## config.mk

```make
export PLATFORM = sky130hd
export DESIGN_NAME = rtc_date_restore_from_counter
export DESIGN_NICKNAME = d
export VERILOG_FILES = /design/src/rtl/rdr_pkg.sv /design/src/rtl/rdr_ctrl.sv /design/src/rtl/rdr_datapath.sv /design/src/rtl/rtc_date_restore_from_counter.sv
export SDC_FILE = /design/constraint.sdc
export NUM_CORES = 1
export LEC_CHECK = 0
export ABC_AREA = 1
export CAP_MARGIN = 10
export CORE_MARGIN = 2
export CORE_UTILIZATION = 60
export CTS_CLUSTER_DIAMETER = 150
export CTS_CLUSTER_SIZE = 8
export DETAILED_ROUTE_END_ITERATION = 6
export DONT_BUFFER_PORTS = 1
export PLACE_DENSITY = 0.76
export SLEW_MARGIN = 20
export SYNTH_ARGS = -nofsm -noshare
export SYNTH_HDL_FRONTEND = slang
export SYNTH_SLANG_ARGS = --single-unit
```

## constraint.sdc

```tcl
create_clock -name clk -period 8.65 [get_ports clk]
set_clock_uncertainty 0.15 [all_clocks]
set_input_delay 0.865 -clock clk [delete_from_list [all_inputs] [get_ports clk]]
set_output_delay 0.865 -clock clk [all_outputs]
set_load 0.005 [all_outputs]
```

## src/rtl/rdr_pkg.sv

```systemverilog
// ----------------------------------------------------------------------------
// rdr_pkg
// Shared types, constants and the month length table for the calendar
// restore block.
// ----------------------------------------------------------------------------
package rdr_pkg;

	localparam logic [15:0] NO_SAVED_DATE = 16'hFFFF;
	localparam int          DIV_W         = 32;
	localparam int          REM_W         = 17;

	localparam logic [REM_W-1:0] SECS_PER_DAY  = 17'd86400;
	localparam logic [REM_W-1:0] SECS_PER_HOUR = 17'd3600;
	localparam logic [REM_W-1:0] SECS_PER_MIN  = 17'd60;

	// quotient = ((x >> shift) * recip) >> scale, exact over each input range
	localparam logic [25:0] RECIP_DAY  = 26'd50903317;
	localparam logic [13:0] RECIP_HOUR = 14'd9321;
	localparam logic [10:0] RECIP_MIN  = 11'd1093;

	localparam logic [3:0] MONTH_FEB = 4'd2;
	localparam logic [3:0] MONTH_JAN = 4'd1;
	localparam logic [3:0] MONTH_DEC = 4'd12;

	localparam logic [31:0] APB_DATA_ZERO = 32'd0;
	localparam logic        REG_BUILD_YEAR = 1'b0;

	typedef enum logic [2:0] {
		ST_IDLE,
		ST_DIV_DAY,
		ST_DIV_HOUR,
		ST_DIV_MIN,
		ST_WALK,
		ST_DONE
	} state_t;

	typedef enum logic [1:0] {
		SEL_DAY,
		SEL_HOUR,
		SEL_MIN
	} div_sel_t;

	typedef struct packed {
		logic     load;
		logic     div_step;
		div_sel_t div_sel;
		logic     walk_step;
	} dp_cmd_t;

	typedef struct packed {
		logic bad;
		logic div_last;
		logic walk_zero;
	} dp_status_t;

	function automatic logic [4:0] month_len(input logic [3:0] m, input logic leap);
		logic [4:0] len;
		case (m) inside
			4'd4, 4'd6, 4'd9, 4'd11: len = 5'd30;
			MONTH_FEB:               len = leap ? 5'd29 : 5'd28;
			default:                 len = 5'd31;
		endcase
		return len;
	endfunction

endpackage

```

## src/rtl/rdr_ctrl.sv

```systemverilog
// ----------------------------------------------------------------------------
// rdr_ctrl
// Sequencer: runs the three divisions, then the day-by-day walk, and
// strobes the result; an invalid date goes straight to the result strobe.
// ----------------------------------------------------------------------------
module rdr_ctrl (
	input  logic                clk,
	input  logic                arst_n,
	input  logic                start,
	output logic                busy,
	output logic                done,
	output rdr_pkg::dp_cmd_t    cmd,
	input  rdr_pkg::dp_status_t sts
);
	import rdr_pkg::*;

	state_t state_q;
	state_t state_nxt;

	always_ff @(posedge clk or negedge arst_n) begin
		if (!arst_n) begin
			state_q <= ST_IDLE;
		end else begin
			state_q <= state_nxt;
		end
	end

	always_comb begin
		state_nxt     = state_q;
		cmd.load      = 1'b0;
		cmd.div_step  = 1'b0;
		cmd.div_sel   = SEL_DAY;
		cmd.walk_step = 1'b0;
		done          = 1'b0;
		busy          = (state_q != ST_IDLE);
		case (state_q)
			ST_IDLE: begin
				if (start) begin
					cmd.load  = 1'b1;
					state_nxt = ST_DIV_DAY;
				end
			end
			ST_DIV_DAY: begin
				if (sts.bad) begin
					state_nxt = ST_DONE;
				end else begin
					cmd.div_step = 1'b1;
					cmd.div_sel  = SEL_DAY;
					if (sts.div_last)
						state_nxt = ST_DIV_HOUR;
				end
			end
			ST_DIV_HOUR: begin
				cmd.div_step = 1'b1;
				cmd.div_sel  = SEL_HOUR;
				if (sts.div_last)
					state_nxt = ST_DIV_MIN;
			end
			ST_DIV_MIN: begin
				cmd.div_step = 1'b1;
				cmd.div_sel  = SEL_MIN;
				if (sts.div_last)
					state_nxt = ST_WALK;
			end
			ST_WALK: begin
				if (sts.walk_zero)
					state_nxt = ST_DONE;
				else
					cmd.walk_step = 1'b1;
			end
			ST_DONE: begin
				done      = 1'b1;
				state_nxt = ST_IDLE;
			end
			default: begin
				state_nxt = ST_IDLE;
			end
		endcase
	end

	a_done_single: assert property (@(posedge clk) disable iff (!arst_n)
		done |=> !done && !busy)
		else $error("result strobe not followed by idle");
	a_bad_skips: assert property (@(posedge clk) disable iff (!arst_n)
		(state_q == ST_DIV_DAY && sts.bad) |=> done)
		else $error("invalid date did not finish at once");
	a_load_idle: assert property (@(posedge clk) disable iff (!arst_n)
		cmd.load |-> !busy)
		else $error("request loaded while busy");

endmodule

```

## src/rtl/rdr_datapath.sv

```systemverilog
// ----------------------------------------------------------------------------
// rdr_datapath
// Validity check, reciprocal-multiply splits for days, hours and
// minutes (quotient, then remainder), and the one-day-per-cycle
// calendar stepper.
// ----------------------------------------------------------------------------
module rdr_datapath (
	input  logic                clk,
	input  logic                arst_n,
	input  rdr_pkg::dp_cmd_t    cmd,
	output rdr_pkg::dp_status_t sts,
	input  logic [6:0]          build_year,
	input  logic [15:0]         saved_date_word,
	input  logic [31:0]         second_count,
	output logic                status,
	output logic [7:0]          year_out,
	output logic [3:0]          month_out,
	output logic [4:0]          day_out,
	output logic [4:0]          hours_out,
	output logic [5:0]          minutes_out,
	output logic [5:0]          seconds_out,
	output logic [15:0]         packed_date_out,
	output logic [15:0]         whole_days
);
	import rdr_pkg::*;

	logic             bad_q;
	logic [7:0]       y_q;
	logic [3:0]       m_q;
	logic [4:0]       d_q;
	logic [DIV_W-1:0] dvd_q;
	logic [15:0]      quo_q;
	logic             phase_q;
	logic [15:0]      days_q;
	logic [15:0]      days_left_q;
	logic [4:0]       hours_q;
	logic [5:0]       minutes_q;
	logic [5:0]       seconds_q;

	logic             bad_in;
	logic [6:0]       y_in;
	logic [3:0]       m_in;
	logic [4:0]       d_in;
	logic [7:0]       y_plus1;

	logic [REM_W-1:0] divisor;
	logic [50:0]      day_prod;
	logic [26:0]      hour_prod;
	logic [20:0]      min_prod;
	logic [15:0]      quo_nxt;
	logic [32:0]      back_prod;
	logic [DIV_W-1:0] rem_nxt;
	logic [4:0]       len;

	// input check
	assign y_in    = saved_date_word[15:9];
	assign m_in    = saved_date_word[8:5];
	assign d_in    = saved_date_word[4:0];
	assign y_plus1 = {1'b0, y_in} + 8'd1;
	assign bad_in  = (saved_date_word == NO_SAVED_DATE)
		|| ((build_year != 7'd0) && (y_plus1 < {1'b0, build_year}))
		|| (m_in < MONTH_JAN) || (m_in > MONTH_DEC) || (d_in == 5'd0);

	// quotient by reciprocal multiply
	assign day_prod  = dvd_q[31:7] * RECIP_DAY;
	assign hour_prod = dvd_q[16:4] * RECIP_HOUR;
	assign min_prod  = dvd_q[11:2] * RECIP_MIN;

	always_comb begin
		case (cmd.div_sel)
			SEL_DAY: begin
				divisor = SECS_PER_DAY;
				quo_nxt = day_prod[50:35];
			end
			SEL_HOUR: begin
				divisor = SECS_PER_HOUR;
				quo_nxt = {10'd0, hour_prod[26:21]};
			end
			SEL_MIN: begin
				divisor = SECS_PER_MIN;
				quo_nxt = {9'd0, min_prod[20:14]};
			end
			default: begin
				divisor = SECS_PER_DAY;
				quo_nxt = day_prod[50:35];
			end
		endcase
	end

	// remainder from the registered quotient
	assign back_prod = quo_q * divisor;
	assign rem_nxt   = dvd_q - back_prod[DIV_W-1:0];

	assign len = month_len(m_q, (y_q[1:0] == 2'b00));

	always_ff @(posedge clk or negedge arst_n) begin
		if (!arst_n) begin
			phase_q <= 1'b0;
		end else if (cmd.load) begin
			phase_q <= 1'b0;
		end else if (cmd.div_step) begin
			phase_q <= !phase_q;
		end
	end

	always_ff @(posedge clk) begin
		if (cmd.load) begin
			bad_q <= bad_in;
			y_q   <= {1'b0, y_in};
			m_q   <= m_in;
			d_q   <= d_in;
			dvd_q <= second_count;
		end else if (cmd.div_step) begin
			if (!phase_q) begin
				quo_q <= quo_nxt;
			end else begin
				case (cmd.div_sel)
					SEL_DAY: begin
						days_q      <= quo_q;
						days_left_q <= quo_q;
						dvd_q       <= rem_nxt;
					end
					SEL_HOUR: begin
						hours_q <= quo_q[4:0];
						dvd_q   <= rem_nxt;
					end
					default: begin
						minutes_q <= quo_q[5:0];
						seconds_q <= rem_nxt[5:0];
					end
				endcase
			end
		end else if (cmd.walk_step) begin
			days_left_q <= days_left_q - 16'd1;
			if (d_q < len) begin
				d_q <= d_q + 5'd1;
			end else begin
				d_q <= 5'd1;
				if (m_q < MONTH_DEC) begin
					m_q <= m_q + 4'd1;
				end else begin
					m_q <= MONTH_JAN;
					y_q <= y_q + 8'd1;
				end
			end
		end
	end

	assign sts.bad       = bad_q;
	assign sts.div_last  = phase_q;
	assign sts.walk_zero = (days_left_q == 16'd0);

	assign status          = bad_q;
	assign year_out        = bad_q ? 8'd0 : y_q;
	assign month_out       = bad_q ? 4'd0 : m_q;
	assign day_out         = bad_q ? 5'd0 : d_q;
	assign hours_out       = bad_q ? 5'd0 : hours_q;
	assign minutes_out     = bad_q ? 6'd0 : minutes_q;
	assign seconds_out     = bad_q ? 6'd0 : seconds_q;
	assign packed_date_out = bad_q ? 16'd0 : {y_q[6:0], m_q, d_q};
	assign whole_days      = bad_q ? 16'd0 : days_q;

	a_walk_nonzero: assert property (@(posedge clk) disable iff (!arst_n)
		cmd.walk_step |-> days_left_q != 16'd0)
		else $error("walk step with no days left");
	a_walk_month: assert property (@(posedge clk) disable iff (!arst_n)
		cmd.walk_step |=> (m_q >= MONTH_JAN) && (m_q <= MONTH_DEC) && (d_q != 5'd0))
		else $error("walk left the calendar range");
	a_load_clear: assert property (@(posedge clk) disable iff (!arst_n)
		cmd.load |=> !phase_q)
		else $error("divider phase not cleared on load");
	a_rem_range: assert property (@(posedge clk) disable iff (!arst_n)
		(cmd.div_step && phase_q) |-> (rem_nxt < {15'd0, divisor}))
		else $error("remainder not below divisor");

endmodule

```

## src/rtl/rtc_date_restore_from_counter.sv

```systemverilog
// ----------------------------------------------------------------------------
// rtc_date_restore_from_counter
// Restores a calendar date and time of day from a saved packed date word
// and the raw seconds count of the clock.
//
// Usage:
//   request: drive saved_date_word and second_count with start high; the
//   request is taken at a clock edge where start is high and busy is low.
//   result: all result ports are valid for the single cycle in which done
//   is high; the receiver cannot stall, it must take the result then.
//   config: build_year at APB byte address 0, written while idle.
// Sequence:
//   invalid or missing date: straight from the day split state to done.
//   valid date: the day, hour and minute splits (reciprocal multiply,
//   then remainder), then one day per cycle in the calendar stepper,
//   then done. One request at a time; busy stays high until done.
// Reset: arst_n clears the sequencer to idle and build_year to 0.
// ----------------------------------------------------------------------------
module rtc_date_restore_from_counter (
	input  logic        clk,
	input  logic        arst_n,
	input  logic        start,
	output logic        busy,
	output logic        done,
	input  logic [15:0] saved_date_word,
	input  logic [31:0] second_count,
	output logic        status,
	output logic [7:0]  year_out,
	output logic [3:0]  month_out,
	output logic [4:0]  day_out,
	output logic [4:0]  hours_out,
	output logic [5:0]  minutes_out,
	output logic [5:0]  seconds_out,
	output logic [15:0] packed_date_out,
	output logic [15:0] whole_days,
	input  logic        psel,
	input  logic        penable,
	input  logic        pwrite,
	input  logic [2:0]  paddr,
	input  logic [31:0] pwdata,
	output logic [31:0] prdata,
	output logic        pready
);
	import rdr_pkg::*;

	logic [6:0] build_year_q;
	dp_cmd_t    cmd;
	dp_status_t sts;

	assign pready = 1'b1;

	always_ff @(posedge clk or negedge arst_n) begin
		if (!arst_n) begin
			build_year_q <= 7'd0;
		end else if (psel && penable && pwrite && pready && (paddr[2] == REG_BUILD_YEAR)) begin
			build_year_q <= pwdata[6:0];
		end
	end

	assign prdata = (paddr[2] == REG_BUILD_YEAR) ? {25'd0, build_year_q} : APB_DATA_ZERO;

	rdr_ctrl u_ctrl (
		.clk    (clk),
		.arst_n (arst_n),
		.start  (start),
		.busy   (busy),
		.done   (done),
		.cmd    (cmd),
		.sts    (sts)
	);

	rdr_datapath u_datapath (
		.clk             (clk),
		.arst_n          (arst_n),
		.cmd             (cmd),
		.sts             (sts),
		.build_year      (build_year_q),
		.saved_date_word (saved_date_word),
		.second_count    (second_count),
		.status          (status),
		.year_out        (year_out),
		.month_out       (month_out),
		.day_out         (day_out),
		.hours_out       (hours_out),
		.minutes_out     (minutes_out),
		.seconds_out     (seconds_out),
		.packed_date_out (packed_date_out),
		.whole_days      (whole_days)
	);

endmodule

```

==> run_results.csv <==
group,metric,value,unit
sta,rsz0062_at_grt,"false",
sta,slew_headroom,40.5,%
placed_design,io_buffers,0,
logic_synthesis,synth_edf_count,114,
drt,wire_per_inst,17.4,µm
logic_synthesis,synth_cell_type_count,50,
logic_synthesis,ys_seq_elements,126,
layout,design_area,0.0305,mm²
global_routing,grt_pass1_vias,22300,
clock_tree,path_clk_slew,60,ps
worst_hold_path,hold_path.class,"reg2reg",
global_routing,grt_remaining_overflow,0,
sta,worst_pin_slew,893,ps
logic_synthesis,synthAdderAreaFrac,49.6,%
sta,hold_viol_final,0,
layout,drive_gt1_share,2.99,%
sta,slew_viol_final,0,
setup_path,cp_max_fo,21,
run,drv_cap,0,
drt,drc,0,
setup_path,critical_path_arrival,7900,ps
sta,finalSetupTns,0,ps
logic_synthesis,synth_mux_area_share,0,%
clock_tree,cts_tree,"done",
clock_tree,clock_sinks,126,
sta,min_period,7840,ps
sta,finalCritPeriodShare,90.6,%
floorplanning,core-area,0.0486,mm²
logic_synthesis,synth_cells,3646,
setup_path,worst_setup_path_start_kind,"register",
clock_tree,clk_latency,460,ps
clock_tree,h-tree-depth,4,
status,outcome,"finished, final reports clean",
worst_hold_path,min_path_cells,2,
drt,vias,22700,
clock_tree,root_buffer,"clkbuf_16",
layout,mostFrequentLayoutCells,"992 x inv_1, 645 x nand2_1, 559 x ha_1, 379 x fa_1, 260 x nor2_1",
global_routing,antenna_found_initial,1,
layout,final_cells,4274,
clock_tree,postCtsHoldBufs,1,
drt,via_per_inst,5.32,
logic_synthesis,ys_seq_area_share,12.7,%
global_routing,grt_usage,30.4,%
floorplanning,initial_core_util,60.4,%
floorplanning,row_count,81,
layout,nets,4665,
global_routing,grt_pass1_wl,117000,µm
logic_synthesis,synth_top_family_by_area,"adder cells",
layout,fin_util,62.8,%
clock_tree,cts_buffers,17,
setup_path,rr_worst_depth,30,
logic_synthesis,synth_compound_area_share,5.84,%
floorplanning,die_w,225,µm
clock_tree,postCtsResizedCells,0,
layout,fill_cells,4258,
logic_synthesis,yosys.area_share.simple,16.2,%
placed_design,detailed_place.area,0.0300,mm²
setup_path,path_class,"reg2reg",
floorplanning,ioPinCount,191,
clock_tree,cts_setup_buffers,0,
logic_synthesis,ys_warn_count,0,
drt,drt-total-wl,74400,µm
floorplanning,die_h,225,µm
setup_path,cp_slowest_cell,"ha_1",
layout,syn_to_final_growth,3.91,%
clock_tree,cts.path.max_buffers,2,
logic_synthesis,syn_area_per_cell,8.06,µm²
setup_path,slowest_delay,690,ps
setup_path,crit_required,8710,ps
layout,final_common_cell,"inv_1",
placed_design,dp.cells,4239,
drt,firstDrtPassIters,6,
logic_synthesis,async_flop_share,8.73,%
drt,drtIter0Drc,1705,
setup_path,end_kind,"register",
drt,drtAntennaViolNets,0,
floorplanning,fp.dieArea,0.0507,mm²
global_routing,grt_max_degree,59,
sta,setup_viol,0,
placed_design,dp_hpwl,64400,µm
sta,fmax,0.128,GHz
logic_synthesis,synth_xor_area_share,1.16,%
logic_synthesis,synth_ff_type,"edfxtp_1",
logic_synthesis,synth_area,0.0294,mm²
setup_path,cpMostUsedCell,"inv_1",
placed_design,globalplace.congestion,0.971,
[kinds of logic (layout without fill, tap and decap cells)]
family          after synthesis  count (layout)
compound gates              316             316
xor+xnor                     39              39
fa+ha+maj                   938             938
buf+inv                    1085            1066
flops                       126             126
other cells                   2              27
simple gates               1140            1140
[stage by stage]
stage | hold WS (ps) | worst slack, ps
floorplan | 325 | 2030
global placement | 367 | 1070
detailed placement | 372 | 934
CTS | 385 | 927
global route | 426 | 386
finish | 389 | 810
[sequential cells by signal, indices dropped and copies added, names as in the netlist]
name                    count
u_datapath.dvd_q           32
u_datapath.days_left_q     16
u_datapath.days_q          16
u_datapath.quo_q           16
u_datapath.y_q              8
build_year_q                7
u_datapath.minutes_q        6
u_datapath.seconds_q        6
u_datapath.d_q              5
u_datapath.hours_q          5
u_datapath.m_q              4
u_ctrl.state_q              3
u_datapath.phase_q          1
u_datapath.status           1
[path summary, 6_finish.rpt]
path / from / to / slack (ps)
min: u_datapath.phase_q / u_datapath.phase_q / 390
max in group asynchronous: arst_n / u_ctrl.state_q[1] / 7290
min in group asynchronous: arst_n / build_year_q[0] / 690
min reg2reg: u_datapath.phase_q / u_datapath.phase_q / 390
max: u_ctrl.state_q[2] / u_datapath.dvd_q[30] / 810
max reg2reg: u_ctrl.state_q[2] / u_datapath.dvd_q[30] / 810
[layout make-up]
cell class	instances	area, µm²	area share (%)
clock inverters	14	110	0.361
flip-flops and latches	126	3720	12.2
inverters	1013	3800	12.5
diodes	1	2.50	0.00820
repair buffers	21	173	0.566
well taps	622	778	2.55
clock buffers	18	429	1.41
multi-input cells	2459	21500	70.5
[per-layer routing]
metal  GRT usage, %  share of wire (%)  vias to the layer above
met3           7.16                8.7                      105
li1               -                  -                    11100
met4           8.37                2.8                        0
met2           48.5                 45                      790
met5              0                  0                        -
met1           41.5                 43                    10700
[Yosys cell counts (all sizes together) (11+ instances only)]
master / count / area (µm²)
a21oi: 141 / 706
edfxtp: 114 / 3420
inv: 1008 / 3780
dfrtp: 11 / 275
nor2: 280 / 1120
nand2: 654 / 2480
xor2: 21 / 184
fa: 379 / 7590
o21ai: 118 / 594
nand4: 31 / 194
ha: 559 / 6990
o21bai: 16 / 120
xnor2: 18 / 158
nand3: 114 / 581
buf: 54 / 383
nor3: 37 / 215
clkbuf: 18 / 67.6
[critical path: cells and delay by family, from the launching register on]
kind          cells  cell delay, ps
fa+ha+maj         8            4210
simple gates     12            1630
buf+inv          10            1160
flops             1             420
Power is left out: the tool's default activity adds up to more than one toggle a clock period on the data nets, which glitch-free logic cannot reach.
